## src/hdl/rle8_pkg.sv

```systemverilog
// Shared types and constants for the 8-bit run-length bitmap decoder.
// No dependencies; every other file of the block imports this package.
package rle8_pkg;

    localparam int unsigned MAX_DIM_DEF = 4096;

    localparam int unsigned BYTE_W  = 8;
    localparam int unsigned DIM_W   = 13;  // configuration width / height
    localparam int unsigned COL_W   = 13;  // running column
    localparam int unsigned ROW_W   = 14;  // running row, signed
    localparam int unsigned OUT_W   = 12;  // reported row / column
    localparam int unsigned CIDX_W  = 2;

    localparam int unsigned DIM_SAT = 8191;

    // Configuration register indexes
    localparam logic [CIDX_W-1:0] CFG_IMAGE_WIDTH  = 2'd0;
    localparam logic [CIDX_W-1:0] CFG_IMAGE_HEIGHT = 2'd1;
    localparam logic [CIDX_W-1:0] CFG_BOTTOM_UP    = 2'd2;

    // Second byte of an escape pair
    localparam logic [BYTE_W-1:0] ESC_END_LINE   = 8'd0;
    localparam logic [BYTE_W-1:0] ESC_END_BITMAP = 8'd1;
    localparam logic [BYTE_W-1:0] ESC_DELTA      = 8'd2;

    typedef enum logic [2:0] {
        PH_FIRST   = 3'd0,
        PH_VALUE   = 3'd1,
        PH_ESCAPE  = 3'd2,
        PH_LITERAL = 3'd3,
        PH_PAD     = 3'd4,
        PH_DX      = 3'd5,
        PH_DY      = 3'd6
    } t_phase;

    typedef struct packed {
        logic [OUT_W-1:0]  row_index;
        logic [OUT_W-1:0]  column_start;
        logic [BYTE_W-1:0] run_length;
        logic [BYTE_W-1:0] pixel_value;
        logic              out_of_bounds;
        logic              bitmap_done;
    } t_run;

    typedef struct packed {
        logic              valid;
        logic [CIDX_W-1:0] index;
        logic [DIM_W-1:0]  data;
    } t_cfg_wr;

endpackage

```

## src/hdl/rle8_if.sv

```systemverilog
// Channel interfaces: compressed byte stream, run results and register writes.
// Depends on rle8_pkg for field widths.
interface rle8_byte_if;
    import rle8_pkg::*;
    logic              valid;
    logic              ready;
    logic [BYTE_W-1:0] stream_byte;
    modport source (output valid, output stream_byte, input ready);
    modport sink   (input valid, input stream_byte, output ready);
endinterface

interface rle8_run_if;
    import rle8_pkg::*;
    logic              valid;
    logic              ready;
    logic [OUT_W-1:0]  row_index;
    logic [OUT_W-1:0]  column_start;
    logic [BYTE_W-1:0] run_length;
    logic [BYTE_W-1:0] pixel_value;
    logic              out_of_bounds;
    logic              bitmap_done;
    modport source (output valid, output row_index, output column_start, output run_length,
                    output pixel_value, output out_of_bounds, output bitmap_done, input ready);
    modport sink   (input valid, input row_index, input column_start, input run_length,
                    input pixel_value, input out_of_bounds, input bitmap_done, output ready);
endinterface

interface rle8_cfg_if;
    import rle8_pkg::*;
    logic              valid;
    logic              ready;
    logic [CIDX_W-1:0] index;
    logic [DIM_W-1:0]  data;
    modport source (output valid, output index, output data, input ready);
    modport sink   (input valid, input index, input data, output ready);
endinterface

```

## src/hdl/rle8_parser.sv

```systemverilog
// Byte parser: phase machine, position tracking, settings and run formation.
// Depends on rle8_pkg.
module rle8_parser #(
    parameter int unsigned MAX_DIM = rle8_pkg::MAX_DIM_DEF
) (
    input  logic                        i_clk,
    input  logic                        i_rst_n,
    input  rle8_pkg::t_cfg_wr           i_cfg,
    input  logic                        i_accept,
    input  logic [rle8_pkg::BYTE_W-1:0] i_byte,
    output logic                        o_res_valid,
    output rle8_pkg::t_run              o_res
);
    import rle8_pkg::*;

    localparam int unsigned DimCap = (MAX_DIM > DIM_SAT) ? DIM_SAT : MAX_DIM;
    localparam logic signed [ROW_W:0] RowHi = (ROW_W+1)'(8191);
    localparam logic signed [ROW_W:0] RowLo = -(ROW_W+1)'(8192);
    localparam logic [COL_W:0]        ColHi = (COL_W+1)'(8191);
    localparam logic [DIM_W-1:0]      OutMax = DIM_W'((1 << OUT_W) - 1);

    function automatic logic [DIM_W-1:0] eff_dim(input logic [DIM_W-1:0] v);
        logic [DIM_W-1:0] r;
        if (v == '0) begin
            r = DIM_W'(1);
        end else if (32'(v) > DimCap) begin
            r = DIM_W'(DimCap);
        end else begin
            r = v;
        end
        return r;
    endfunction

    t_phase                   r_phase, n_phase;
    logic [BYTE_W-1:0]        r_held, n_held;
    logic [BYTE_W-1:0]        r_lit_left, n_lit_left;
    logic                     r_pad, n_pad;
    logic [BYTE_W-1:0]        r_dx, n_dx;
    logic [COL_W-1:0]         r_col, n_col;
    logic signed [ROW_W-1:0]  r_row, n_row;
    logic [DIM_W-1:0]         r_width, n_width;
    logic [DIM_W-1:0]         r_height, n_height;
    logic                     r_bottom_up, n_bottom_up;

    logic                     cfg_hit;
    logic [DIM_W-1:0]         eff_w, eff_h;
    logic signed [ROW_W-1:0]  start_row;
    logic [BYTE_W-1:0]        lit_dec;
    logic [BYTE_W-1:0]        run_len;
    logic [BYTE_W-1:0]        col_step;
    logic [COL_W:0]           col_sum;
    logic [COL_W-1:0]         col_sat;
    logic [BYTE_W-1:0]        row_step;
    logic signed [ROW_W:0]    row_sum;
    logic signed [ROW_W-1:0]  row_sat;
    logic                     row_neg, row_high;
    logic [DIM_W-1:0]         row_clamp;
    logic                     is_done;

    // Only a write to a known register re-arms the parser
    assign cfg_hit = i_cfg.valid && (i_cfg.index == CFG_IMAGE_WIDTH ||
                                     i_cfg.index == CFG_IMAGE_HEIGHT ||
                                     i_cfg.index == CFG_BOTTOM_UP);

    // Settings as they stand after this cycle's write, for the re-arm position
    always_comb begin
        n_width     = r_width;
        n_height    = r_height;
        n_bottom_up = r_bottom_up;
        if (i_cfg.valid) begin
            case (i_cfg.index)
                CFG_IMAGE_WIDTH:  n_width     = i_cfg.data;
                CFG_IMAGE_HEIGHT: n_height    = i_cfg.data;
                CFG_BOTTOM_UP:    n_bottom_up = i_cfg.data[0];
                default:          n_width     = r_width;
            endcase
        end
    end

    assign eff_w     = eff_dim(r_width);
    assign eff_h     = eff_dim(r_height);
    assign start_row = n_bottom_up ? ROW_W'(eff_dim(n_height)) - ROW_W'(1) : '0;

    assign lit_dec  = (r_lit_left == '0) ? '0 : r_lit_left - BYTE_W'(1);
    assign run_len  = (r_phase == PH_VALUE) ? r_held : BYTE_W'(1);
    assign col_step = (r_phase == PH_DY) ? r_dx : run_len;
    assign col_sum  = {1'b0, r_col} + (COL_W+1)'(col_step);
    assign col_sat  = (col_sum > ColHi) ? COL_W'(8191) : col_sum[COL_W-1:0];

    assign row_step = (r_phase == PH_DY) ? i_byte : BYTE_W'(1);
    assign row_sum  = r_bottom_up ? (ROW_W+1)'(r_row) - $signed({1'b0, row_step})
                                  : (ROW_W+1)'(r_row) + $signed({1'b0, row_step});
    always_comb begin
        if (row_sum > RowHi) begin
            row_sat = RowHi[ROW_W-1:0];
        end else if (row_sum < RowLo) begin
            row_sat = RowLo[ROW_W-1:0];
        end else begin
            row_sat = row_sum[ROW_W-1:0];
        end
    end

    // Next phase
    always_comb begin
        n_phase = r_phase;
        if (cfg_hit) begin
            n_phase = PH_FIRST;
        end else if (i_accept) begin
            case (r_phase)
                PH_FIRST:   n_phase = (i_byte != '0) ? PH_VALUE : PH_ESCAPE;
                PH_VALUE:   n_phase = PH_FIRST;
                PH_ESCAPE: begin
                    if (i_byte == ESC_END_LINE || i_byte == ESC_END_BITMAP) begin
                        n_phase = PH_FIRST;
                    end else if (i_byte == ESC_DELTA) begin
                        n_phase = PH_DX;
                    end else begin
                        n_phase = PH_LITERAL;
                    end
                end
                PH_LITERAL: begin
                    if (lit_dec == '0) begin
                        n_phase = r_pad ? PH_PAD : PH_FIRST;
                    end
                end
                PH_PAD:     n_phase = PH_FIRST;
                PH_DX:      n_phase = PH_DY;
                PH_DY:      n_phase = PH_FIRST;
                default:    n_phase = PH_FIRST;
            endcase
        end
    end

    // Counters and position
    always_comb begin
        n_held     = r_held;
        n_lit_left = r_lit_left;
        n_pad      = r_pad;
        n_dx       = r_dx;
        n_col      = r_col;
        n_row      = r_row;
        if (cfg_hit || (i_accept && is_done)) begin
            n_held     = '0;
            n_lit_left = '0;
            n_pad      = 1'b0;
            n_dx       = '0;
            n_col      = '0;
            n_row      = start_row;
        end else if (i_accept) begin
            case (r_phase)
                PH_FIRST:   n_held = i_byte;
                PH_VALUE:   n_col  = col_sat;
                PH_ESCAPE: begin
                    if (i_byte == ESC_END_LINE) begin
                        n_col = '0;
                        n_row = row_sat;
                    end else if (i_byte != ESC_DELTA) begin
                        n_held     = i_byte;
                        n_lit_left = i_byte;
                        n_pad      = i_byte[0];
                    end
                end
                PH_LITERAL: begin
                    n_lit_left = lit_dec;
                    n_col      = col_sat;
                end
                PH_PAD:     n_pad = 1'b0;
                PH_DX:      n_dx  = i_byte;
                PH_DY: begin
                    n_col = col_sat;
                    n_row = row_sat;
                end
                default:    n_held = r_held;
            endcase
        end
    end

    // Result formation
    assign is_done   = (r_phase == PH_ESCAPE) && (i_byte == ESC_END_BITMAP);
    assign row_neg   = r_row[ROW_W-1];
    assign row_high  = !row_neg && (r_row[ROW_W-2:0] >= (ROW_W-1)'(eff_h));
    assign row_clamp = row_neg ? '0 : (row_high ? eff_h - DIM_W'(1) : r_row[DIM_W-1:0]);

    always_comb begin
        o_res_valid = i_accept && !cfg_hit &&
                      (r_phase == PH_VALUE || r_phase == PH_LITERAL || is_done);
        if (is_done) begin
            o_res             = '0;
            o_res.bitmap_done = 1'b1;
        end else begin
            o_res.row_index     = (row_clamp > OutMax) ? '1 : row_clamp[OUT_W-1:0];
            o_res.column_start  = (r_col > COL_W'(OutMax)) ? '1 : r_col[OUT_W-1:0];
            o_res.run_length    = run_len;
            o_res.pixel_value   = i_byte;
            o_res.out_of_bounds = row_neg || row_high || (col_sum > (COL_W+1)'(eff_w));
            o_res.bitmap_done   = 1'b0;
        end
    end

    always_ff @(posedge i_clk) begin
        if (!i_rst_n) begin
            r_phase     <= PH_FIRST;
            r_held      <= '0;
            r_lit_left  <= '0;
            r_pad       <= 1'b0;
            r_dx        <= '0;
            r_col       <= '0;
            r_row       <= '0;
            r_width     <= DIM_W'(1);
            r_height    <= DIM_W'(1);
            r_bottom_up <= 1'b1;
        end else begin
            r_phase     <= n_phase;
            r_held      <= n_held;
            r_lit_left  <= n_lit_left;
            r_pad       <= n_pad;
            r_dx        <= n_dx;
            r_col       <= n_col;
            r_row       <= n_row;
            r_width     <= n_width;
            r_height    <= n_height;
            r_bottom_up <= n_bottom_up;
        end
    end

endmodule

```

## src/hdl/rle8_out_buf.sv

```systemverilog
// Two-entry result buffer between the parser and the run channel.
// Depends on rle8_pkg for the run record.
module rle8_out_buf (
    input  logic           i_clk,
    input  logic           i_rst_n,
    input  logic           i_push,
    input  rle8_pkg::t_run i_data,
    output logic           o_space,
    output logic           o_valid,
    output rle8_pkg::t_run o_data,
    input  logic           i_ready
);
    import rle8_pkg::*;

    logic [1:0] r_valid;
    t_run       r_slot [2];
    logic       pop;

    assign pop     = r_valid[0] && i_ready;
    assign o_space = !r_valid[1];
    assign o_valid = r_valid[0];
    assign o_data  = r_slot[0];

    always_ff @(posedge i_clk) begin
        if (!i_rst_n) begin
            r_valid <= '0;
        end else begin
            case ({pop, i_push})
                2'b11: r_valid <= r_valid;
                2'b10: r_valid <= {1'b0, r_valid[1]};
                2'b01: r_valid <= r_valid[0] ? 2'b11 : 2'b01;
                default: r_valid <= r_valid;
            endcase
        end
    end

    // Head of queue stays in slot 0
    always_ff @(posedge i_clk) begin
        case ({pop, i_push})
            2'b11: begin
                if (r_valid[1]) begin
                    r_slot[0] <= r_slot[1];
                    r_slot[1] <= i_data;
                end else begin
                    r_slot[0] <= i_data;
                end
            end
            2'b10: r_slot[0] <= r_slot[1];
            2'b01: begin
                if (r_valid[0]) begin
                    r_slot[1] <= i_data;
                end else begin
                    r_slot[0] <= i_data;
                end
            end
            default: r_slot[0] <= r_slot[0];
        endcase
    end

endmodule

```

## src/hdl/rle8_bitmap_decoder.sv

```systemverilog
// 8-bit run-length bitmap decoder, top level. Depends on rle8_pkg, rle8_if,
// rle8_parser and rle8_out_buf.
// Runs are registered in the result buffer and leave it in order on o_run.
// Throughput: one stream byte per cycle, limited only by the two-entry result
// buffer; input stalls when both entries hold untaken runs.
// Reset: width 1, height 1, bottom-up, position row 0 column 0, buffer empty.
module rle8_bitmap_decoder #(
    parameter int unsigned MAX_DIM = rle8_pkg::MAX_DIM_DEF
) (
    input  logic        i_clk,
    input  logic        i_rst_n,
    rle8_cfg_if.sink    i_cfg,
    rle8_byte_if.sink   i_stream,
    rle8_run_if.source  o_run
);
    import rle8_pkg::*;

    t_cfg_wr cfg_wr;
    t_run    res, head;
    logic    res_valid;
    logic    space;
    logic    accept;

    assign i_cfg.ready     = 1'b1;
    assign cfg_wr.valid    = i_cfg.valid;
    assign cfg_wr.index    = i_cfg.index;
    assign cfg_wr.data     = i_cfg.data;

    assign i_stream.ready  = space;
    assign accept          = i_stream.valid && space;

    rle8_parser #(
        .MAX_DIM (MAX_DIM)
    ) u_parser (
        .i_clk       (i_clk),
        .i_rst_n     (i_rst_n),
        .i_cfg       (cfg_wr),
        .i_accept    (accept),
        .i_byte      (i_stream.stream_byte),
        .o_res_valid (res_valid),
        .o_res       (res)
    );

    rle8_out_buf u_out_buf (
        .i_clk   (i_clk),
        .i_rst_n (i_rst_n),
        .i_push  (res_valid),
        .i_data  (res),
        .o_space (space),
        .o_valid (o_run.valid),
        .o_data  (head),
        .i_ready (o_run.ready)
    );

    assign o_run.row_index     = head.row_index;
    assign o_run.column_start  = head.column_start;
    assign o_run.run_length    = head.run_length;
    assign o_run.pixel_value   = head.pixel_value;
    assign o_run.out_of_bounds = head.out_of_bounds;
    assign o_run.bitmap_done   = head.bitmap_done;

endmodule

```

## src/flat_wrapper.sv

```systemverilog
// flat-port wrapper written by rule: the top's interface ports become plain ports
module rle8_bitmap_decoder_flat import rle8_pkg::*;
#(
    parameter int unsigned MAX_DIM = rle8_pkg::MAX_DIM_DEF
)
  (i_clk, i_rst_n, i_cfg_valid, i_cfg_index, i_cfg_data, i_cfg_ready, i_stream_valid, i_stream_stream_byte, i_stream_ready, o_run_valid, o_run_row_index, o_run_column_start, o_run_run_length, o_run_pixel_value, o_run_out_of_bounds, o_run_bitmap_done, o_run_ready);
  rle8_cfg_if i_cfg_i ();
  rle8_byte_if i_stream_i ();
  rle8_run_if o_run_i ();
  input  logic i_clk;
  input  logic i_rst_n;
  input wire logic [$bits(i_cfg_i.valid)-1:0] i_cfg_valid;
  input wire logic [$bits(i_cfg_i.index)-1:0] i_cfg_index;
  input wire logic [$bits(i_cfg_i.data)-1:0] i_cfg_data;
  output wire logic [$bits(i_cfg_i.ready)-1:0] i_cfg_ready;
  input wire logic [$bits(i_stream_i.valid)-1:0] i_stream_valid;
  input wire logic [$bits(i_stream_i.stream_byte)-1:0] i_stream_stream_byte;
  output wire logic [$bits(i_stream_i.ready)-1:0] i_stream_ready;
  output wire logic [$bits(o_run_i.valid)-1:0] o_run_valid;
  output wire logic [$bits(o_run_i.row_index)-1:0] o_run_row_index;
  output wire logic [$bits(o_run_i.column_start)-1:0] o_run_column_start;
  output wire logic [$bits(o_run_i.run_length)-1:0] o_run_run_length;
  output wire logic [$bits(o_run_i.pixel_value)-1:0] o_run_pixel_value;
  output wire logic [$bits(o_run_i.out_of_bounds)-1:0] o_run_out_of_bounds;
  output wire logic [$bits(o_run_i.bitmap_done)-1:0] o_run_bitmap_done;
  input wire logic [$bits(o_run_i.ready)-1:0] o_run_ready;
  assign i_cfg_i.valid = i_cfg_valid;
  assign i_cfg_i.index = i_cfg_index;
  assign i_cfg_i.data = i_cfg_data;
  assign i_cfg_ready = i_cfg_i.ready;
  assign i_stream_i.valid = i_stream_valid;
  assign i_stream_i.stream_byte = i_stream_stream_byte;
  assign i_stream_ready = i_stream_i.ready;
  assign o_run_valid = o_run_i.valid;
  assign o_run_row_index = o_run_i.row_index;
  assign o_run_column_start = o_run_i.column_start;
  assign o_run_run_length = o_run_i.run_length;
  assign o_run_pixel_value = o_run_i.pixel_value;
  assign o_run_out_of_bounds = o_run_i.out_of_bounds;
  assign o_run_bitmap_done = o_run_i.bitmap_done;
  assign o_run_i.ready = o_run_ready;
  rle8_bitmap_decoder #(.MAX_DIM(MAX_DIM)) u_core (.i_clk(i_clk), .i_rst_n(i_rst_n), .i_cfg(i_cfg_i), .i_stream(i_stream_i), .o_run(o_run_i));
endmodule
```

## config.mk

```make
export PLATFORM = sky130hd
export DESIGN_NAME = rle8_bitmap_decoder_flat
export DESIGN_NICKNAME = d
export VERILOG_FILES = /design/src/hdl/rle8_pkg.sv /design/src/hdl/rle8_if.sv /design/src/hdl/rle8_parser.sv /design/src/hdl/rle8_out_buf.sv /design/src/hdl/rle8_bitmap_decoder.sv /design/src/flat_wrapper.sv
export SDC_FILE = /design/constraint.sdc
export NUM_CORES = 1
export LEC_CHECK = 0
export BUFFER_PORTS_ARGS = -buffer_cell sky130_fd_sc_hd__buf_2
export CAP_MARGIN = 10
export CORE_MARGIN = 5
export CORE_UTILIZATION = 38
export CTS_CLUSTER_SIZE = 14
export DETAILED_ROUTE_END_ITERATION = 12
export GPL_TIMING_DRIVEN = 0
export SLEW_MARGIN = 20
export SYNTH_ARGS = -nofsm -noshare
export SYNTH_HDL_FRONTEND = slang
export SYNTH_SLANG_ARGS = --single-unit
```

## constraint.sdc

```tcl
create_clock -name i_clk -period 6.1 [get_ports i_clk]
set_clock_uncertainty 0.05 [all_clocks]
set_input_delay 0.305 -clock i_clk [delete_from_list [all_inputs] [get_ports i_clk]]
set_output_delay 0.305 -clock i_clk [all_outputs]
set_load 0.02 [all_outputs]
```

==> results of run 1 <==
==> routing by layer <==
layer | up-vias | track usage | share of wire
li1 | 4173 | - | -
met1 | 4029 | 0.232 | 0.44
met2 | 219 | 0.303 | 0.49
met3 | 33 | 0.0319 | 0.049
met4 | 0 | 0.0459 | 0.019
met5 | - | 0 | 0
==> worst max path at each step <==
stage | start | end | slack, ns
after floorplan | i_stream_stream_byte[2] | u_core.u_out_buf.r_slot[0][0] | 1.21
after global placement | i_stream_stream_byte[5] | u_core.u_out_buf.r_slot[0][28] | -0.48
after detailed placement | u_core.u_parser.r_phase[1] | u_core.u_out_buf.r_slot[0][1] | 0.66
after CTS | u_core.u_parser.r_phase[1] | u_core.u_out_buf.r_slot[0][1] | 0.54
after global routing | u_core.u_parser.r_phase[1] | u_core.u_out_buf.r_slot[0][1] | 0.25
final | u_core.u_parser.r_phase[1] | u_core.u_out_buf.r_slot[0][1] | 0.50
==> state kept, by name (all words and copies together), names as in the netlist <==
signal                       count
u_core.u_out_buf.r_slot         84
u_core.u_parser.r_width         13
u_core.u_out_buf.r_valid         2
u_core.u_parser.r_phase          3
u_core.u_parser.r_col           13
u_core.u_parser.r_pad            1
u_core.u_parser.r_height        13
u_core.u_parser.r_dx             8
u_core.u_parser.r_bottom_up      1
u_core.u_parser.r_lit_left       8
u_core.u_parser.r_held           8
u_core.u_parser.r_row           14
==> synthesized netlist by cell type (5+ instances only) <==
master    number  share of area
clkbuf_1      41          0.015
nand4_1       10         0.0062
and3_1        11         0.0068
nand2b_1      16         0.0099
a211oi_1       6         0.0045
or2_2          6         0.0037
a21oi_1       82          0.041
o21ai_0       75          0.037
buf_4          5         0.0037
ha_1          56          0.070
buf_2          5         0.0025
nand2_1      131          0.049
or3_1         14         0.0087
a31oi_1        9         0.0056
nor2_1       127          0.047
nand3_1       17         0.0084
o31ai_1       10         0.0075
inv_1         32          0.012
and2_1        10         0.0062
nor2b_1       10         0.0062
a21o_1        20          0.015
nor4_1         9         0.0056
mux2_2        38          0.042
mux2i_1       33          0.033
edfxtp_1      84           0.25
o21a_1         7         0.0052
a22oi_1        9         0.0067
o211ai_1       6         0.0045
xor2_1        21          0.018
xnor2_1       19          0.017
nor3_1        21          0.010
nand3b_1       6         0.0045
a32o_1         7         0.0070
buf_1          7         0.0026
dfxtp_1       84           0.17
==> where the power goes <==
group	total, µW	switching [µW]	leakage [µW]	internal [µW]
logic	670	398	0.00290	272
registers	1260	28.6	0.00145	1230
clock network	1070	497	0.000278	570
total	3000	923	0.00463	2070
==> layout by cell type (no fill, tap or decap), types with 7 or more instances in the layout <==
master	Yosys	layout
a21o_1	20	20
a21oi_1	82	82
a22oi_1	9	9
a31oi_1	9	8
and2_1	10	10
and3_1	11	11
buf_1	7	7
buf_2	5	69
clkbuf_1	41	42
clkbuf_16	0	18
dfxtp_1	84	84
edfxtp_1	84	84
ha_1	56	56
inv_1	32	32
mux2_2	38	38
mux2i_1	33	33
nand2_1	131	131
nand2b_1	16	16
nand3_1	17	17
nand4_1	10	10
nor2_1	127	127
nor2b_1	10	10
nor3_1	21	21
nor4_1	9	9
o21a_1	7	7
o21ai_0	75	75
o31ai_1	10	10
or3_1	14	14
xnor2_1	19	19
xor2_1	21	21
==> logic make-up after synthesis <==
group / after synthesis
muxes: 73
DFF: 168
and+or+nand+nor: 401
buffers and inverters: 96
other: 1
AOI/OAI and AO/OA: 271
adders and majority gates: 58
xor gates and xnor gates: 40
==> stage by stage <==
stage / hold WS [ns] / std cells / instance area [µm²] / TNS [ns]
after floorplan: 0.379 / 1108 / 10100 / 0
after global placement: 0.411 / 1507 / 10800 / -19.85
after detailed placement: 0.417 / 1509 / 10900 / 0
after CTS: 0.0964 / 1541 / 11500 / 0
after global routing: 0.109 / 1541 / 11500 / 0
final: 0.117 / 1541 / 11500 / 0
==> worst max-delay path, stage by stage (launching register included) <==
cell and delay [ns]:
dfxtp_1 0.30, buf_2 0.17, nor2b_1 0.24, nor2b_1 0.54, and2_1 0.29, a21o_1 0.13, ha_1 0.23, a21o_1 0.18
a21o_1 0.21, a2111oi_0 0.69, inv_1 0.10, a21oi_1 0.24, o21ai_0 0.23, xor2_1 0.20, ha_1 0.32, nand3_1 0.11
nor4_1 0.31, nor3_1 0.13, o41a_1 0.43, mux2_2 0.27
==> cell type report <==
class                      count  area, µm²  share of cell area
buffer                        62        279              0.0243
timing repair buffer          66        363              0.0316
inverter                      34        128              0.0111
tap                          335        419              0.0365
multi-input combinational    844       5500               0.480
clock buffer                  20        468              0.0408
sequential                   168       4200               0.366
clock inverter                12        109             0.00949
==> impl_metrics.toml, run 1 <==
[logic_synthesis]
synth-xor-area-share = 0.0348
yosysWarnings = 0
synth_flop_cell = "edfxtp_1"
synth.distinct_cells = 76
ys_ff_latch = 168
synth-simple-area-share = 0.185
synthMuxAreaShare = 0.0790
synth_edf_count = 84
synthArstFlopShare = 0
syn_nets = 1194
syn_area_per_cell_um2 = 9.09
syn_area_um2 = 10100
synth_top_family_by_area = "simple AND/OR/NAND/NOR gates"
synth_compound_area_frac = 0.170
synth-seq-area-share = 0.417
postSynthCellCount = 1108
synth-adder-area-share = 0.0735

[floorplan]
start_util = 0.387
coreArea_um2 = 26100
dieArea_um2 = 29900
row_count = 59
die_x_um = 173
io_pins = 73
chipHeight_um = 173

[global_routing]
grt_overflow_total = 0
grt_first_pass_wirelength_mm = 43.3
gr-usage-all-layers = 0.177
grt_pass1_vias = 8024
antenna_found_initial = 0
grt_start_max_net_pins = 43

[timing]
slew-limit-headroom = 0.346
final-hold-violation-count = 0
fmax_mhz = 179
period_needed_ns = 5.60
slew_violations = 0
fin_ws_ns = 0.502
final.period_utilization = 0.918
setup_viol_count_final = 0
rsz0062_at_grt = "no"
worst-slew-pin-transition_ns = 0.978

[layout]
area_growth_pct = 13.9
fillers = 2574
fin_nets = 1279
final_util = 0.440
drive_gt1_frac = 0.142
antenna_cells = 0

[clock_tree]
cts_tree = "built"
cts_sinks = 168
cts_setup_buffers = 0
path_clk_slew_ns = 0.07
cts-resized-gates = 0
htree_levels = 4
cts_root_buffer = "clkbuf_16"
cts_buffers = 17
cts_buffer_depth = 2
clkLatencyLatePin_ns = 0.43
postCtsHoldBufs = 0

[setup_path]
end_kind = "flip-flop"
path_class = "reg -> reg"
crit_required_ns = 6.23
r2r-start = "u_core.u_parser.r_phase[1]"
r2r_end = "u_core.u_out_buf.r_slot[0][1]"
reg2reg_depth = 19
crit_fanout = 9
start_kind = "flip-flop"
r2r_slack_ns = 0.50
crit_arrival_ns = 5.73

[drt]
viasPerCell = 5.49
drc_errors = 0
vias = 8454
finalWirelength_mm = 27.4
wl_per_cell_um = 17.8
drtAntennaViolNets = 0
dr.pass1.iters = 8
drtIter0Drc = 687

[power_and_ir_drop]
power_density_nw_per_um2 = 261
p_total_uw = 3000
ir_drop_mv = 0.232
leakage_uw = 0.00463

[place]
place_hpwl_mm = 20.9
port_buffers = 64
post-place-ws_ns = 0.665
gp_congestion = 0.908

[min_path]
min_to = "u_core.u_parser.r_width[1]"
hold_depth = 3
min_from = "i_cfg_data[1]"
hold_class = "in -> reg"

[run]
cap_violations = 0

[outcome]
status = "completed"
(Power assumes the default switching activity.)
==> run 2: changes to the inputs <==
--- a/config.mk
+++ b/config.mk
@@ -7,2 +7,3 @@
 export LEC_CHECK = 0
+export ABC_CLOCK_PERIOD_IN_PS = 6100
 export BUFFER_PORTS_ARGS = -buffer_cell sky130_fd_sc_hd__buf_2
@@ -14,2 +15,3 @@
 export GPL_TIMING_DRIVEN = 0
+export REMOVE_ABC_BUFFERS = 1
 export SLEW_MARGIN = 20
--- a/constraint.sdc
+++ b/constraint.sdc
@@ -4,2 +4,2 @@
 set_output_delay 0.305 -clock i_clk [all_outputs]
-set_load 0.02 [all_outputs]
+set_load 0.1 [all_outputs]
==> run 2 against run 1 <==
Maximum frequency shrank 3.5%. Core utilization shrank 0.74 points. Cell count shrank 3.4%. Critical path depth shrank 1.
==> impl_metrics.toml, run 2 (synthesized netlist as in run 1, its figures left out) <==
[place]
post-place-ws_ns = 0.399
gp_congestion = 0.871
port_buffers = 71
place_hpwl_mm = 19.3

[global_routing]
grt_first_pass_wirelength_mm = 42.5
grt_start_max_net_pins = 43
grt_pass1_vias = 7815
gr-usage-all-layers = 0.173
grt_overflow_total = 0
antenna_found_initial = 0

[clock_tree]
cts_setup_buffers = 0
clkLatencyLatePin_ns = 0.43
htree_levels = 4
cts_root_buffer = "clkbuf_16"
cts_buffer_depth = 2
postCtsHoldBufs = 0
cts_tree = "built"
cts_buffers = 17
cts-resized-gates = 0
path_clk_slew_ns = 0.07
cts_sinks = 168

[floorplan]
row_count = 59
coreArea_um2 = 26100
dieArea_um2 = 29900
start_util = 0.387
chipHeight_um = 173
die_x_um = 173
io_pins = 73

[timing]
final-hold-violation-count = 0
fmax_mhz = 172
period_needed_ns = 5.80
slew-limit-headroom = 0.326
final.period_utilization = 0.951
setup_viol_count_final = 0
worst-slew-pin-transition_ns = 1.01
fin_ws_ns = 0.297
rsz0062_at_grt = "no"
slew_violations = 0

[setup_path]
crit_fanout = 15
start_kind = "flip-flop"
path_class = "reg -> reg"
critical_path.slowest_cell = "a2111oi_0"
crit_start = "u_core.u_parser.r_phase[0]"
crit_required_ns = 6.23
end_kind = "flip-flop"
path_cells = "nor2b_1 > nor2b_1 > and2_1 > a21o_1 > ha_1 > a21o_1 > a21o_1 > a2111oi_0 > inv_1 > a21oi_1 > o21ai_0 > xor2_1 > ha_1 > nor4_1 > o221a_2 > nor3_1 > o41a_1 > mux2_2"
cp_common_cell = "a21o_1"
r2r-start = "u_core.u_parser.r_phase[0]"
crit_arrival_ns = 5.93
slowest_delay_ns = 0.64

[min_path]
min_from = "i_cfg_data[6]"
hold_class = "in -> reg"

[layout]
area_growth_pct = 11.9
antenna_cells = 0
top_register = "u_core.u_out_buf.r_slot"
final_cell_mix = "nand2_1 (131), nor2_1 (126), edfxtp_1 (84), dfxtp_1 (84), a21oi_1 (82)"
fin_nets = 1227
reg_top3 = "u_core.u_out_buf.r_slot: 84 flops, u_core.u_parser.r_row: 14 flops"
drive_gt1_frac = 0.148
final_common_cell = "nand2_1"
largest_reg_flops = 84

[power_and_ir_drop]
p_clk_frac = 0.355
seq_power_share = 0.422
power_density_nw_per_um2 = 266
p_total_uw = 3000
leakage_uw = 0.00456
p_int_uw = 2070
ir_drop_mv = 0.189
p_comb_frac = 0.223
p_sw_uw = 929
power.share.switching = 0.310

[drt]
viasPerCell = 5.47
vias = 8142
drtAntennaViolNets = 0
drc_errors = 0
finalWirelength_mm = 26.4
wl_per_cell_um = 17.7
drtIter0Drc = 572
dr.pass1.iters = 5

[outcome]
status = "completed"

[run]
cap_violations = 0
[run 2: power by group through the flow]
stage / clock [µW] / sequential (µW) / combinational [µW]
after CTS: 1090 / 1260 / 665
after detailed placement: 0 / 1290 / 661
after global routing: 1130 / 1270 / 740
final: 1060 / 1260 / 668
after global placement: 0 / 1290 / 650
after floorplan: 0 / 1290 / 458
[run 2: layout make-up]
type	instances	area (µm²)
clock buffers	18	429
clock inverters	14	141
fillers	2514	14800
inverters	34	128
multi-input cells	844	5520
flip-flops and latches	168	4200
well taps	335	419
repair buffers	76	440
[run 2: worst max-delay path: cells and delay by family, from the launching register on]
kind / cells / cell delay, ns
muxes: 1 / 0.28
xor gates and xnor gates: 1 / 0.21
adders and majority gates: 2 / 0.46
AOI/OAI and AO/OA: 8 / 2.33
buffers and inverters: 1 / 0.10
DFF: 1 / 0.62
and+or+nand+nor: 5 / 1.52
[run 2: metrics by stage]
stage | std cells | hold WS [ns] | setup TNS [ns] | util | instance area, µm²
detailed placement | 1457 | 0.417 | 0 | 0.411 | 10700
global route | 1489 | 0.103 | 0 | 0.433 | 11300
global placement | 1452 | 0.410 | -20.47 | 0.406 | 10600
finish | 1489 | 0.109 | 0 | 0.433 | 11300
CTS | 1489 | 0.0931 | 0 | 0.433 | 11300
floorplan | 1046 | 0.317 | 0 | - | 9790
[run 2: layer usage]
layer  GRT usage  part of all wire  vias up
met5           0                 0        -
met4      0.0626             0.028        0
met3      0.0269             0.044       43
met2       0.284              0.47      198
met1       0.232              0.46     3825
li1            -                 -     4076
[run 2: path summary, 6_finish.rpt]
path | endpoint | slack [ns] | depth (start not counted)
setup / recovery | u_core.u_out_buf.r_slot[0][1] | 0.30 | 18
hold / removal | u_core.u_parser.r_width[6] | 0.11 | 3
setup reg to reg | u_core.u_out_buf.r_slot[0][1] | 0.30 | 18
hold reg to reg | u_core.u_parser.r_width[0] | 0.43 | 2
